**src/ubd_pkg.sv**
```systemverilog
`timescale 1ns / 1ps

package ubd_pkg;

   localparam logic [27:0] INTERNAL_HZ = 28'd16000000;
   localparam logic [27:0] EXTERNAL_HZ = 28'd8000000;
   localparam logic [27:0] PLL_IN_HZ   = 28'd8000000;

   localparam logic [1:0] SRC_INTERNAL = 2'd0;
   localparam logic [1:0] SRC_EXTERNAL = 2'd1;
   localparam logic [1:0] SRC_PLL      = 2'd2;
   localparam logic [1:0] SRC_NONE     = 2'd3;

   localparam int unsigned NUM_W  = 32;   // 25 * bus clock
   localparam int unsigned DEN_W  = 25;   // baud * 2 or baud * 4
   localparam int unsigned MANT_W = 25;

   // quotient / 100 == (q * DIV100_MAGIC) >> DIV100_SHIFT for any 32-bit q
   localparam logic [31:0] DIV100_MAGIC = 32'h51EB851F;
   localparam int unsigned DIV100_SHIFT = 37;
   // x / 100 == (x * FRAC_MAGIC) >> FRAC_SHIFT for x below 2048
   localparam logic [13:0] FRAC_MAGIC = 14'd10486;
   localparam int unsigned FRAC_SHIFT = 20;

   typedef struct packed {
      logic [22:0] baud_rate;
      logic        use_apb2;
      logic        oversample_by_8;
   } req_type;

   typedef struct packed {
      logic [27:0] brr_word;
      logic [27:0] bus_clock_hz;
      logic        divide_error;
   } rsp_type;

   // classified request handed from front to back
   typedef struct packed {
      logic [27:0] bus_clock_hz;
      logic [22:0] baud_rate;
      logic        oversample_by_8;
   } job_type;

   // prescaler codes map to right shifts
   function automatic logic [3:0] ahb_shift(input logic [3:0] code);
      logic [3:0] sh;
      if (!code[3]) begin
         sh = 4'd0;
      end else begin
         unique case (code[2:0])
            3'd0: sh = 4'd1;
            3'd1: sh = 4'd2;
            3'd2: sh = 4'd3;
            3'd3: sh = 4'd4;
            3'd4: sh = 4'd6;
            3'd5: sh = 4'd7;
            3'd6: sh = 4'd8;
            default: sh = 4'd9;
         endcase
      end
      return sh;
   endfunction

   function automatic logic [2:0] apb_shift(input logic [2:0] code);
      logic [2:0] sh;
      if (!code[2]) begin
         sh = 3'd0;
      end else begin
         sh = {1'b0, code[1:0]} + 3'd1;
      end
      return sh;
   endfunction

endpackage

```
**src/ubd_front.sv**
```systemverilog
`timescale 1ns / 1ps

module ubd_front (
   input  logic              clock,
   input  logic              reset,
   input  logic              csr_write,
   input  logic [31:0]       csr_wdata,
   input  ubd_pkg::req_type  req,
   output ubd_pkg::job_type  job
);

   logic [31:0] clock_config_ff;
   logic [31:0] clock_config_in;
   logic [27:0] sys_clk;
   logic [4:0]  pll_mul;
   logic [2:0]  apb_code;
   logic [3:0]  total_shift;

   assign clock_config_in = csr_write ? csr_wdata : clock_config_ff;

   always_ff @(posedge clock) begin
      if (reset) begin
         clock_config_ff <= 32'd0;
      end else begin
         clock_config_ff <= clock_config_in;
      end
   end

   // both PLL inputs run at the same frequency
   assign pll_mul = {1'b0, clock_config_ff[21:18]} + 5'd2;

   always_comb begin
      unique case (clock_config_ff[3:2])
         ubd_pkg::SRC_INTERNAL: sys_clk = ubd_pkg::INTERNAL_HZ;
         ubd_pkg::SRC_EXTERNAL: sys_clk = ubd_pkg::EXTERNAL_HZ;
         ubd_pkg::SRC_PLL:      sys_clk = 28'(ubd_pkg::PLL_IN_HZ * 28'(pll_mul));
         ubd_pkg::SRC_NONE:     sys_clk = 28'd0;
         default:               sys_clk = 28'd0;
      endcase
   end

   assign apb_code    = req.use_apb2 ? clock_config_ff[13:11] : clock_config_ff[10:8];
   assign total_shift = ubd_pkg::ahb_shift(clock_config_ff[7:4])
                        + {1'b0, ubd_pkg::apb_shift(apb_code)};

   assign job.bus_clock_hz    = sys_clk >> total_shift;
   assign job.baud_rate       = req.baud_rate;
   assign job.oversample_by_8 = req.oversample_by_8;

endmodule

```
**config.mk**
```make
export PLATFORM = sky130hd
export DESIGN_NAME = ubd_front
export DESIGN_NICKNAME = d
export VERILOG_FILES = /design/src/ubd_pkg.sv /design/src/ubd_front.sv
export SDC_FILE = /design/constraint.sdc
export NUM_CORES = 1
export LEC_CHECK = 0
export ABC_AREA = 1
export BUFFER_PORTS_ARGS = -buffer_cell sky130_fd_sc_hd__buf_2
export CORE_MARGIN = 4
export CORE_UTILIZATION = 33
export CTS_CLUSTER_DIAMETER = 80
export DETAILED_ROUTE_END_ITERATION = 10
export GPL_ROUTABILITY_DRIVEN = 0
export GPL_TIMING_DRIVEN = 0
export HOLD_SLACK_MARGIN = 0.1
export PLACE_DENSITY = 0.53
export SYNTH_ARGS = -nofsm -noshare
export SYNTH_HDL_FRONTEND = slang
export SYNTH_SLANG_ARGS = --single-unit
```
**constraint.sdc**
```tcl
create_clock -name clock -period 14.37 [get_ports clock]
set_input_delay 2.874 -clock clock [delete_from_list [all_inputs] [get_ports clock]]
set_output_delay 2.874 -clock clock [all_outputs]
set_load 0.02 [all_outputs]
```
==> metrics.txt <==
initial antenna violation count=0; Fmax achieved=118.2 MHz; Yosys top cell by area=nand2_1; total CTS buffers=3; critical path class=in2out; reg2reg start=clock_config_ff[18]; startpoint type of the worst setup path=input pin; Area Growth Syn to Fin=18.04%; maximum clock path buffer count=2; Critical Path Fanout Max=10; Least-Margin Pin Slew=558.7 ps; Syn Nets=591; hold path endpoint=clock_config_ff[9]; total grt overflow=0; Die Wd=102.9 µm; cell with the most instances after synthesis=nand2_1; RSZ-0062 raised after global routing=no; most flop-heavy register=clock_config_ff; First-pass DRT Iterations=5; commonest cells in the netlist=nand2_1, nand3_1, inv_1; R2R setup slack=roughly 13,000 ps; CTS Root Cell=clkbuf_8; Post-synth EDFFs=0; Post-Syn Area=2969 µm²; Hold Crit Depth=2; cts repair resizes=0; Final Util=0.4019; Max VDD drop=0.06926 mV; total detailed-routing wirelength=8138 µm; die area=approximately 11,000 µm²; Synth Area per Inst=roughly 6 µm²; DP Area=3450 µm²; ant diodes=0; first-pass GRT wire length=13,680 µm; Cells after Synth=494; Critical Path Sink Type=output pin; Rows=34; register bit count reported by yosys=16; Routed wire per std cell=12.06 µm; Hold-fix buffers, CTS=0; hold crit path type=reg2reg; core area=8721 µm²; final instance area=3505 µm²; Post-synth top flop=dfxtp_1; Worst-path clk slew=60 ps; DR vias/cell=4.905; final count of hold timing violations=0; sequential share of the synthesized area=0.1079; total number of vias=3,311; DRC viols=0; Max-slew headroom=0.6263; maxcap violations=0; fin crit share=0.5886; placed cell count=671; # H-tree levels=1; Initial Util=0.3405; nets@finish=665; Setup violations, final=0; largest net degree at the start of global routing=13; leakage=1.905 nW; clock sinks=16; Yosys cell types=36; final worst path period need=8458 ps; max reg flops=16; CP arrival=5580 ps; I/O Buffers=69; reg2reg end=clock_config_ff[18]; antenna viol nets, final=0; Hold Startpoint=clock_config_ff[9]; GR Util All Layers=0.1562; setup TNS=0 ps; async set-reset flop share out of synthesis=0; setup bufs post-CTS=0; TritonCTS clock tree=yes; die height=102.9 µm; reg2reg path depth=2; Worst Clk Skew=0 ps; YS warnings=0; Pwr Density=just over 70 nW/µm²; Synth top area share=0.1656; Clk Latency, worst-skew pair=approximately 240 ps; Final Non-Filler Cells=between 600 and 700; Synth area leaders=nand2_1, nand3_1, ha_1; required time of the critical path=11,500 ps; Max Slew Vio Count=0; status=finished clean; share of layout cells above drive strength 1=0.2222; Ports=112; biggest regs=clock_config_ff (16); post-DP HPWL=7001 µm; drt first-iter violations=161; vias in the first global route=between 3,000 and 4,000
==> metrics by stage <==
| stage | setup WS (ps) | power [mW] | hold WS, ps |
|---|---|---|---|
| 4_1_cts | 5895 | 0.2562 | 464.3 |
| 2_1_floorplan | 6452 | 0.1735 | 434.4 |
| 6_report | 5912 | 0.2527 | 461.9 |
| 3_5_place_dp | 5892 | 0.2160 | 449.9 |
| 3_3_place_gp | 5932 | 0.2155 | 449.3 |
| 5_1_grt | 5633 | 0.2824 | 489.3 |
==> placed cells by master (no fill, tap or decap), types with 7 or more instances in the layout <==
cell type  instances
nand3_1           83
buf_4             24
clkbuf_1          10
a21oi_1           18
o21ai_0           23
inv_1             44
fa_1               7
dfxtp_1           16
buf_2             76
ha_1              30
nand2_1          131
nor2_1            33
a211oi_1           8
==> cell type report <==
cell class	instances	area (µm²)
Buffer	45	275.3
Clock buffer	4	55.05
Fill cell	1018	5216
Inverter	50	187.7
Multi-Input combinational cell	383	2186
Sequential cell	16	320.3
Tap cell	108	135.1
Timing Repair Buffer	69	345.3
==> critical path, cell delays in order <==
cell and delay [ps]:
buf_2 130, nand2_1 60, o21ai_0 120, ha_1 300
inv_1 30, nor2_1 260, fa_1 450, clkbuf_1 170
inv_1 90, buf_2 220, buf_2 270, nand3_1 130
nand3_1 120, nand3_1 110, nand2_1 100, buf_2 160
==> cell families after synthesis <==
| logic type | Yosys count | share of synthesized area |
|---|---|---|
| AOI/OAI and AO/OA | 63 | 0.1193 |
| xor gates and xnor gates | 6 | 0.01770 |
| adders and majority gates | 37 | 0.1736 |
| buffers and inverters | 95 | 0.1559 |
| DFF | 16 | 0.1079 |
| muxes | 1 | 0.003371 |
| other | 1 | 0.001263 |
| and+or+nand+nor | 275 | 0.4210 |
==> per-layer routing <==
| layer | GRT usage | wire, µm | vias to the layer above |
|---|---|---|---|
| met5 | 0 | 0 | - |
| met4 | 0.01195 | 21 | 0 |
| met3 | 0.01286 | 408 | 4 |
| met2 | 0.2776 | 3895 | 76 |
| met1 | 0.2152 | 3812 | 1484 |
| li1 | - | - | 1747 |
==> power breakdown <==
group	total (mW)	leakage (nW)	internal [mW]	switching, mW
Clock	0.0389	0.0288	0.0243	0.0146
Sequential	0.0500	0.133	0.0472	0.00282
Combinational	0.164	1.74	0.0587	0.105
Total	0.253	1.90	0.130	0.123
==> how the worst max path moves through the flow <==
stage | end | slack (ps) | depth (start not counted) | startpoint
floorplan | job[45] | 6450 | 14 | req[1]
global placement | job[41] | 5930 | 16 | req[1]
detailed placement | job[43] | 5890 | 16 | req[1]
CTS | job[43] | 5900 | 16 | req[1]
global route | job[41] | 5630 | 16 | req[1]
finish | job[43] | 5910 | 16 | req[1]
(Power assumes the default switching activity.)
