`config.mk`:
```
export PLATFORM = sky130hd
export DESIGN_NAME = ubd_queue
export DESIGN_NICKNAME = d
export VERILOG_FILES = /design/src/ubd_pkg.sv /design/src/ubd_queue.sv
export SDC_FILE = /design/constraint.sdc
export NUM_CORES = 1
export LEC_CHECK = 0
export BUFFER_PORTS_ARGS = -buffer_cell sky130_fd_sc_hd__buf_2
export CORE_AREA = 2 2 92 94
export DETAILED_ROUTE_END_ITERATION = 10
export DIE_AREA = 0 0 94 96
export PLACE_DENSITY = 0.76
export REMOVE_ABC_BUFFERS = 1
export SLEW_MARGIN = 20
export SYNTH_ARGS = -nofsm -noshare
export SYNTH_HDL_FRONTEND = slang
export SYNTH_SLANG_ARGS = --single-unit
```
`constraint.sdc`:
```
create_clock -name clock -period 3.09 [get_ports clock]
set_clock_uncertainty 0.05 [all_clocks]
set_input_delay 0.927 -clock clock [delete_from_list [all_inputs] [get_ports clock]]
set_output_delay 0.927 -clock clock [all_outputs]
set_load 0.01 [all_outputs]
```
`src/ubd_pkg.sv`:
```
`timescale 1ns / 1ps

package ubd_pkg;

   localparam logic [27:0] INTERNAL_HZ = 28'd16000000;
   localparam logic [27:0] EXTERNAL_HZ = 28'd8000000;
   localparam logic [27:0] PLL_IN_HZ   = 28'd8000000;

   localparam logic [1:0] SRC_INTERNAL = 2'd0;
   localparam logic [1:0] SRC_EXTERNAL = 2'd1;
   localparam logic [1:0] SRC_PLL      = 2'd2;
   localparam logic [1:0] SRC_NONE     = 2'd3;

   localparam int unsigned NUM_W  = 32;   // 25 * bus clock
   localparam int unsigned DEN_W  = 25;   // baud * 2 or baud * 4
   localparam int unsigned MANT_W = 25;

   // quotient / 100 == (q * DIV100_MAGIC) >> DIV100_SHIFT for any 32-bit q
   localparam logic [31:0] DIV100_MAGIC = 32'h51EB851F;
   localparam int unsigned DIV100_SHIFT = 37;
   // x / 100 == (x * FRAC_MAGIC) >> FRAC_SHIFT for x below 2048
   localparam logic [13:0] FRAC_MAGIC = 14'd10486;
   localparam int unsigned FRAC_SHIFT = 20;

   typedef struct packed {
      logic [22:0] baud_rate;
      logic        use_apb2;
      logic        oversample_by_8;
   } req_type;

   typedef struct packed {
      logic [27:0] brr_word;
      logic [27:0] bus_clock_hz;
      logic        divide_error;
   } rsp_type;

   // classified request handed from front to back
   typedef struct packed {
      logic [27:0] bus_clock_hz;
      logic [22:0] baud_rate;
      logic        oversample_by_8;
   } job_type;

   // prescaler codes map to right shifts
   function automatic logic [3:0] ahb_shift(input logic [3:0] code);
      logic [3:0] sh;
      if (!code[3]) begin
         sh = 4'd0;
      end else begin
         unique case (code[2:0])
            3'd0: sh = 4'd1;
            3'd1: sh = 4'd2;
            3'd2: sh = 4'd3;
            3'd3: sh = 4'd4;
            3'd4: sh = 4'd6;
            3'd5: sh = 4'd7;
            3'd6: sh = 4'd8;
            default: sh = 4'd9;
         endcase
      end
      return sh;
   endfunction

   function automatic logic [2:0] apb_shift(input logic [2:0] code);
      logic [2:0] sh;
      if (!code[2]) begin
         sh = 3'd0;
      end else begin
         sh = {1'b0, code[1:0]} + 3'd1;
      end
      return sh;
   endfunction

endpackage

```
`src/ubd_queue.sv`:
```
`timescale 1ns / 1ps

module ubd_queue #(
   parameter int unsigned DEPTH = 2
) (
   input  logic              clock,
   input  logic              reset,
   input  logic              push,
   input  ubd_pkg::job_type  push_data,
   output logic              not_full,
   input  logic              pop,
   output logic              not_empty,
   output ubd_pkg::job_type  pop_data
);

   localparam int unsigned PTR_W = (DEPTH > 1) ? $clog2(DEPTH) : 1;
   localparam int unsigned CNT_W = $clog2(DEPTH + 1);

   ubd_pkg::job_type entry_ff [DEPTH];
   logic [PTR_W-1:0] wr_ptr_ff, wr_ptr_in;
   logic [PTR_W-1:0] rd_ptr_ff, rd_ptr_in;
   logic [CNT_W-1:0] count_ff, count_in;
   logic             do_push, do_pop;

   assign not_full  = (count_ff != CNT_W'(DEPTH));
   assign not_empty = (count_ff != '0);
   assign do_push   = push && not_full;
   assign do_pop    = pop && not_empty;
   assign pop_data  = entry_ff[rd_ptr_ff];

   always_comb begin
      wr_ptr_in = wr_ptr_ff;
      rd_ptr_in = rd_ptr_ff;
      count_in  = count_ff;
      if (do_push) begin
         wr_ptr_in = (wr_ptr_ff == PTR_W'(DEPTH - 1)) ? '0 : wr_ptr_ff + 1'b1;
      end
      if (do_pop) begin
         rd_ptr_in = (rd_ptr_ff == PTR_W'(DEPTH - 1)) ? '0 : rd_ptr_ff + 1'b1;
      end
      if (do_push && !do_pop) begin
         count_in = count_ff + 1'b1;
      end else if (do_pop && !do_push) begin
         count_in = count_ff - 1'b1;
      end
   end

   always_ff @(posedge clock) begin
      if (reset) begin
         wr_ptr_ff <= '0;
         rd_ptr_ff <= '0;
         count_ff  <= '0;
      end else begin
         wr_ptr_ff <= wr_ptr_in;
         rd_ptr_ff <= rd_ptr_in;
         count_ff  <= count_in;
      end
   end

   always_ff @(posedge clock) begin
      if (do_push) begin
         entry_ff[wr_ptr_ff] <= push_data;
      end
   end

endmodule

```
==> summary.txt <==
Synthesis
  – Sequential area share after synthesis: 0.8116
  – Syn avg cell area: roughly 21 sq um
  – Mux contribution to synthesized area: 0.1474
  – Post-Synthesis Cell Area: 3971 sq um
  – Yosys reg bits: 109
  – Post-Syn Instances: roughly 190
  – Synth Area in Simple Gates: 0.01260
  – Synth Area in Adders: 0.003151
  – Post-synth cell types: 18
  – Post-synth top area share: 0.7864
  – Biggest area consumer among synthesized cells: edfxtp_1
  – Largest cells by area after synthesis: edfxtp_1 79%, mux2_2 15%, dfxtp_1 2.5%, buf_4 0.76%, xor2_1 0.66%
  – Xor-xnor portion of the synthesized cell area: 0.006616
  – Compound-Gate Fraction of Synth Area: 0.007561
  – Yosys warning count: 0
  – Main combinational cell family by area after synthesis: multiplexers

Detailed routing
  – Routed vias/inst: roughly 4.9
  – Initial drt markers: between 50 and 60
  – Via count: about 2k
  – Pre-antenna DRT Iters: 4
  – Total wire length: approximately 6400 um
  – DRT antenna net count: 0
  – Wire per inst: 15.41 um
  – Number of remaining DRC errors: 0

Clock tree
  – Worst skew pair latency: approximately 0.35 ns
  – Post-CTS resize count: 0
  – Clock transition at path regs: ~0.090 ns
  – H-tree Lvls: 3
  – # clock sinks: around 110
  – Clk buf depth: 2
  – Post-CTS Setup Inserts: 0
  – CTS Root Cell: clkbuf_8
  – TritonCTS Buffers: 9
  – CTS Hold Buffers Added: 0
  – CTS tree: done

Global routing
  – First-pass GRT wire length: approximately 9500 um
  – GR peak layer: met2
  – Initial antenna violation count: 0
  – Vias in the first global route: 2028
  – GRT met2 Usage: 0.2387
  – Congestion Overflow GR: 0
  – M1 GR Usage: 0.1727
  – Global-route usage over all layers: 0.1428
  – Pin count of the biggest net entering global routing: 53
  – Met3 usage: 0.03915

Pwr
  – Lkg Pwr: 0.001800 uW
  – Design Power: approximately 3600 uW
  – Worst vdd ir: ~420 uV
  – Pwr Density: 745.2 nW/um^2

STA
  – Max_slew headroom: 0.7010
  – Fmax achieved: 383.7 MHz
  – RSZ-0062 raised after global routing: no
  – Crit share post-route: 0.8434
  – Final setup viols: 0
  – Fin Setup TNS: 0 ns
  – Worst-Margin Slew: around 0.45 ns
  – Final min period: about 2.6 ns
  – Pins Over Slew Limit: 0
  – Final Hold Fails: 0

Die
  – DIE HEIGHT: roughly 96 um
  – Rows: 33
  – Placeable core area: 8051 sq um
  – Starting Density: 0.4932
  – Die X: about 94 um
  – Top Ports: between 100 and 150
  – Die area: roughly 9000 sq um

Layout
  – Synth-to-layout area growth: 21.68%
  – Final instance area: between 4000 and 5000 sq um
  – Most frequent cells in the layout: 109 x buf_2, 104 x edfxtp_1, 52 x mux2_2
  – Commonest non-fill, non-tap cell in the layout: buf_2
  – Fin util: 0.6002
  – Layout cell share with drive strength beyond 1: 0.5987
  – Antenna diodes: 0
  – Fill count: 637
  – Layout net count: about 360

Place
  – DP Wirelength: approximately 4100 um
  – DP Area: 4666 sq um
  – Port buffer count: between 100 and 150
  – RD Place Congestion: about 0.7

Setup path
  – Crit path max fanout: 32
  – Crit path DAT: about 1.6 ns
  – Critical path endpoint category: output port
  – Critical Path RT: 2.11 ns
  – Crit path launch type: flip-flop
  – WS Path Type: flip-flop to output port

Run status
  – Outcome: complete, no violations

Worst hold path
  – Worst min-delay path category: flip-flop to flip-flop

Flow run
  – Max-cap check violation count: 0
-- state kept, by name, indices dropped and copies added (netlist names), named ones only --
register and cells:
entry_ff 104, count_ff 2, rd_ptr_ff 1, wr_ptr_ff 1
-- path summary, 6_finish.rpt --
kind | endpoint | depth (start not counted) | slack (ns) | startpoint
worst max-delay path | pop_data[49] | 3 | 0.48 | flip-flop
worst min-delay path | rd_ptr_ff | 2 | 0.47 | rd_ptr_ff
worst max register to register | count_ff[1] | 5 | 1.40 | count_ff[0]
worst min register to register | rd_ptr_ff | 2 | 0.47 | rd_ptr_ff
-- stage by stage --
step	instances	setup WS, ns	hold WS, ns
finish	414	0.4840	0.4718
global route	414	0.4131	0.5150
CTS	414	0.4462	0.4763
detailed placement	398	0.8681	0.4536
global placement	398	0.8649	0.4405
floorplan	180	0.2590	0.4205
-- cell families after synthesis --
| family | count (synthesis) |
|---|---|
| multiplexers | 52 |
| flip-flops | 109 |
| buffers and inverters | 7 |
| adder cells (fa/ha/maj) | 1 |
| AND/OR/NAND/NOR | 9 |
| AO/OA/AOI/OAI | 5 |
| XOR/XNOR | 3 |
-- power by group --
part	internal (uW)	switching [uW]
registers	1840	50.7
clock network	287	447
logic	466	507
-- synth_stat cells (all sizes together) --
master  count
dfxtp       5
edfxtp    104
nand3b      1
xor2        3
and3        1
a21oi       2
o21ai       2
mux2       52
ha          1
a21bo       1
nand2b      1
or2         1
inv         1
nor2        3
and2        1
or3         1
buf         6
-- routing by layer --
metal | vias to the layer above | share of wire
li1 | 961 | -
met1 | 996 | 0.42
met2 | 67 | 0.51
met3 | 8 | 0.058
met4 | 0 | 0.014
met5 | - | 0
-- cell type report --
type / instances / area, sq um / share of cell area
tap: 105 / 131.4 / 0.02719
clock buffer: 9 / 123.9 / 0.02563
inverter: 1 / 3.754 / 0.0007768
sequential: 109 / 3224 / 0.6673
timing repair buffer: 113 / 600.6 / 0.1243
multi-input combinational: 70 / 705.7 / 0.1460
clock inverter: 7 / 42.54 / 0.008804
-- worst max-delay path, stage by stage, from the launching register on --
cell and delay (ns):
dfxtp_2 0.33, buf_4 0.37, mux2_2 0.40, buf_2 0.14
Power figures use the tool's default switching activity.
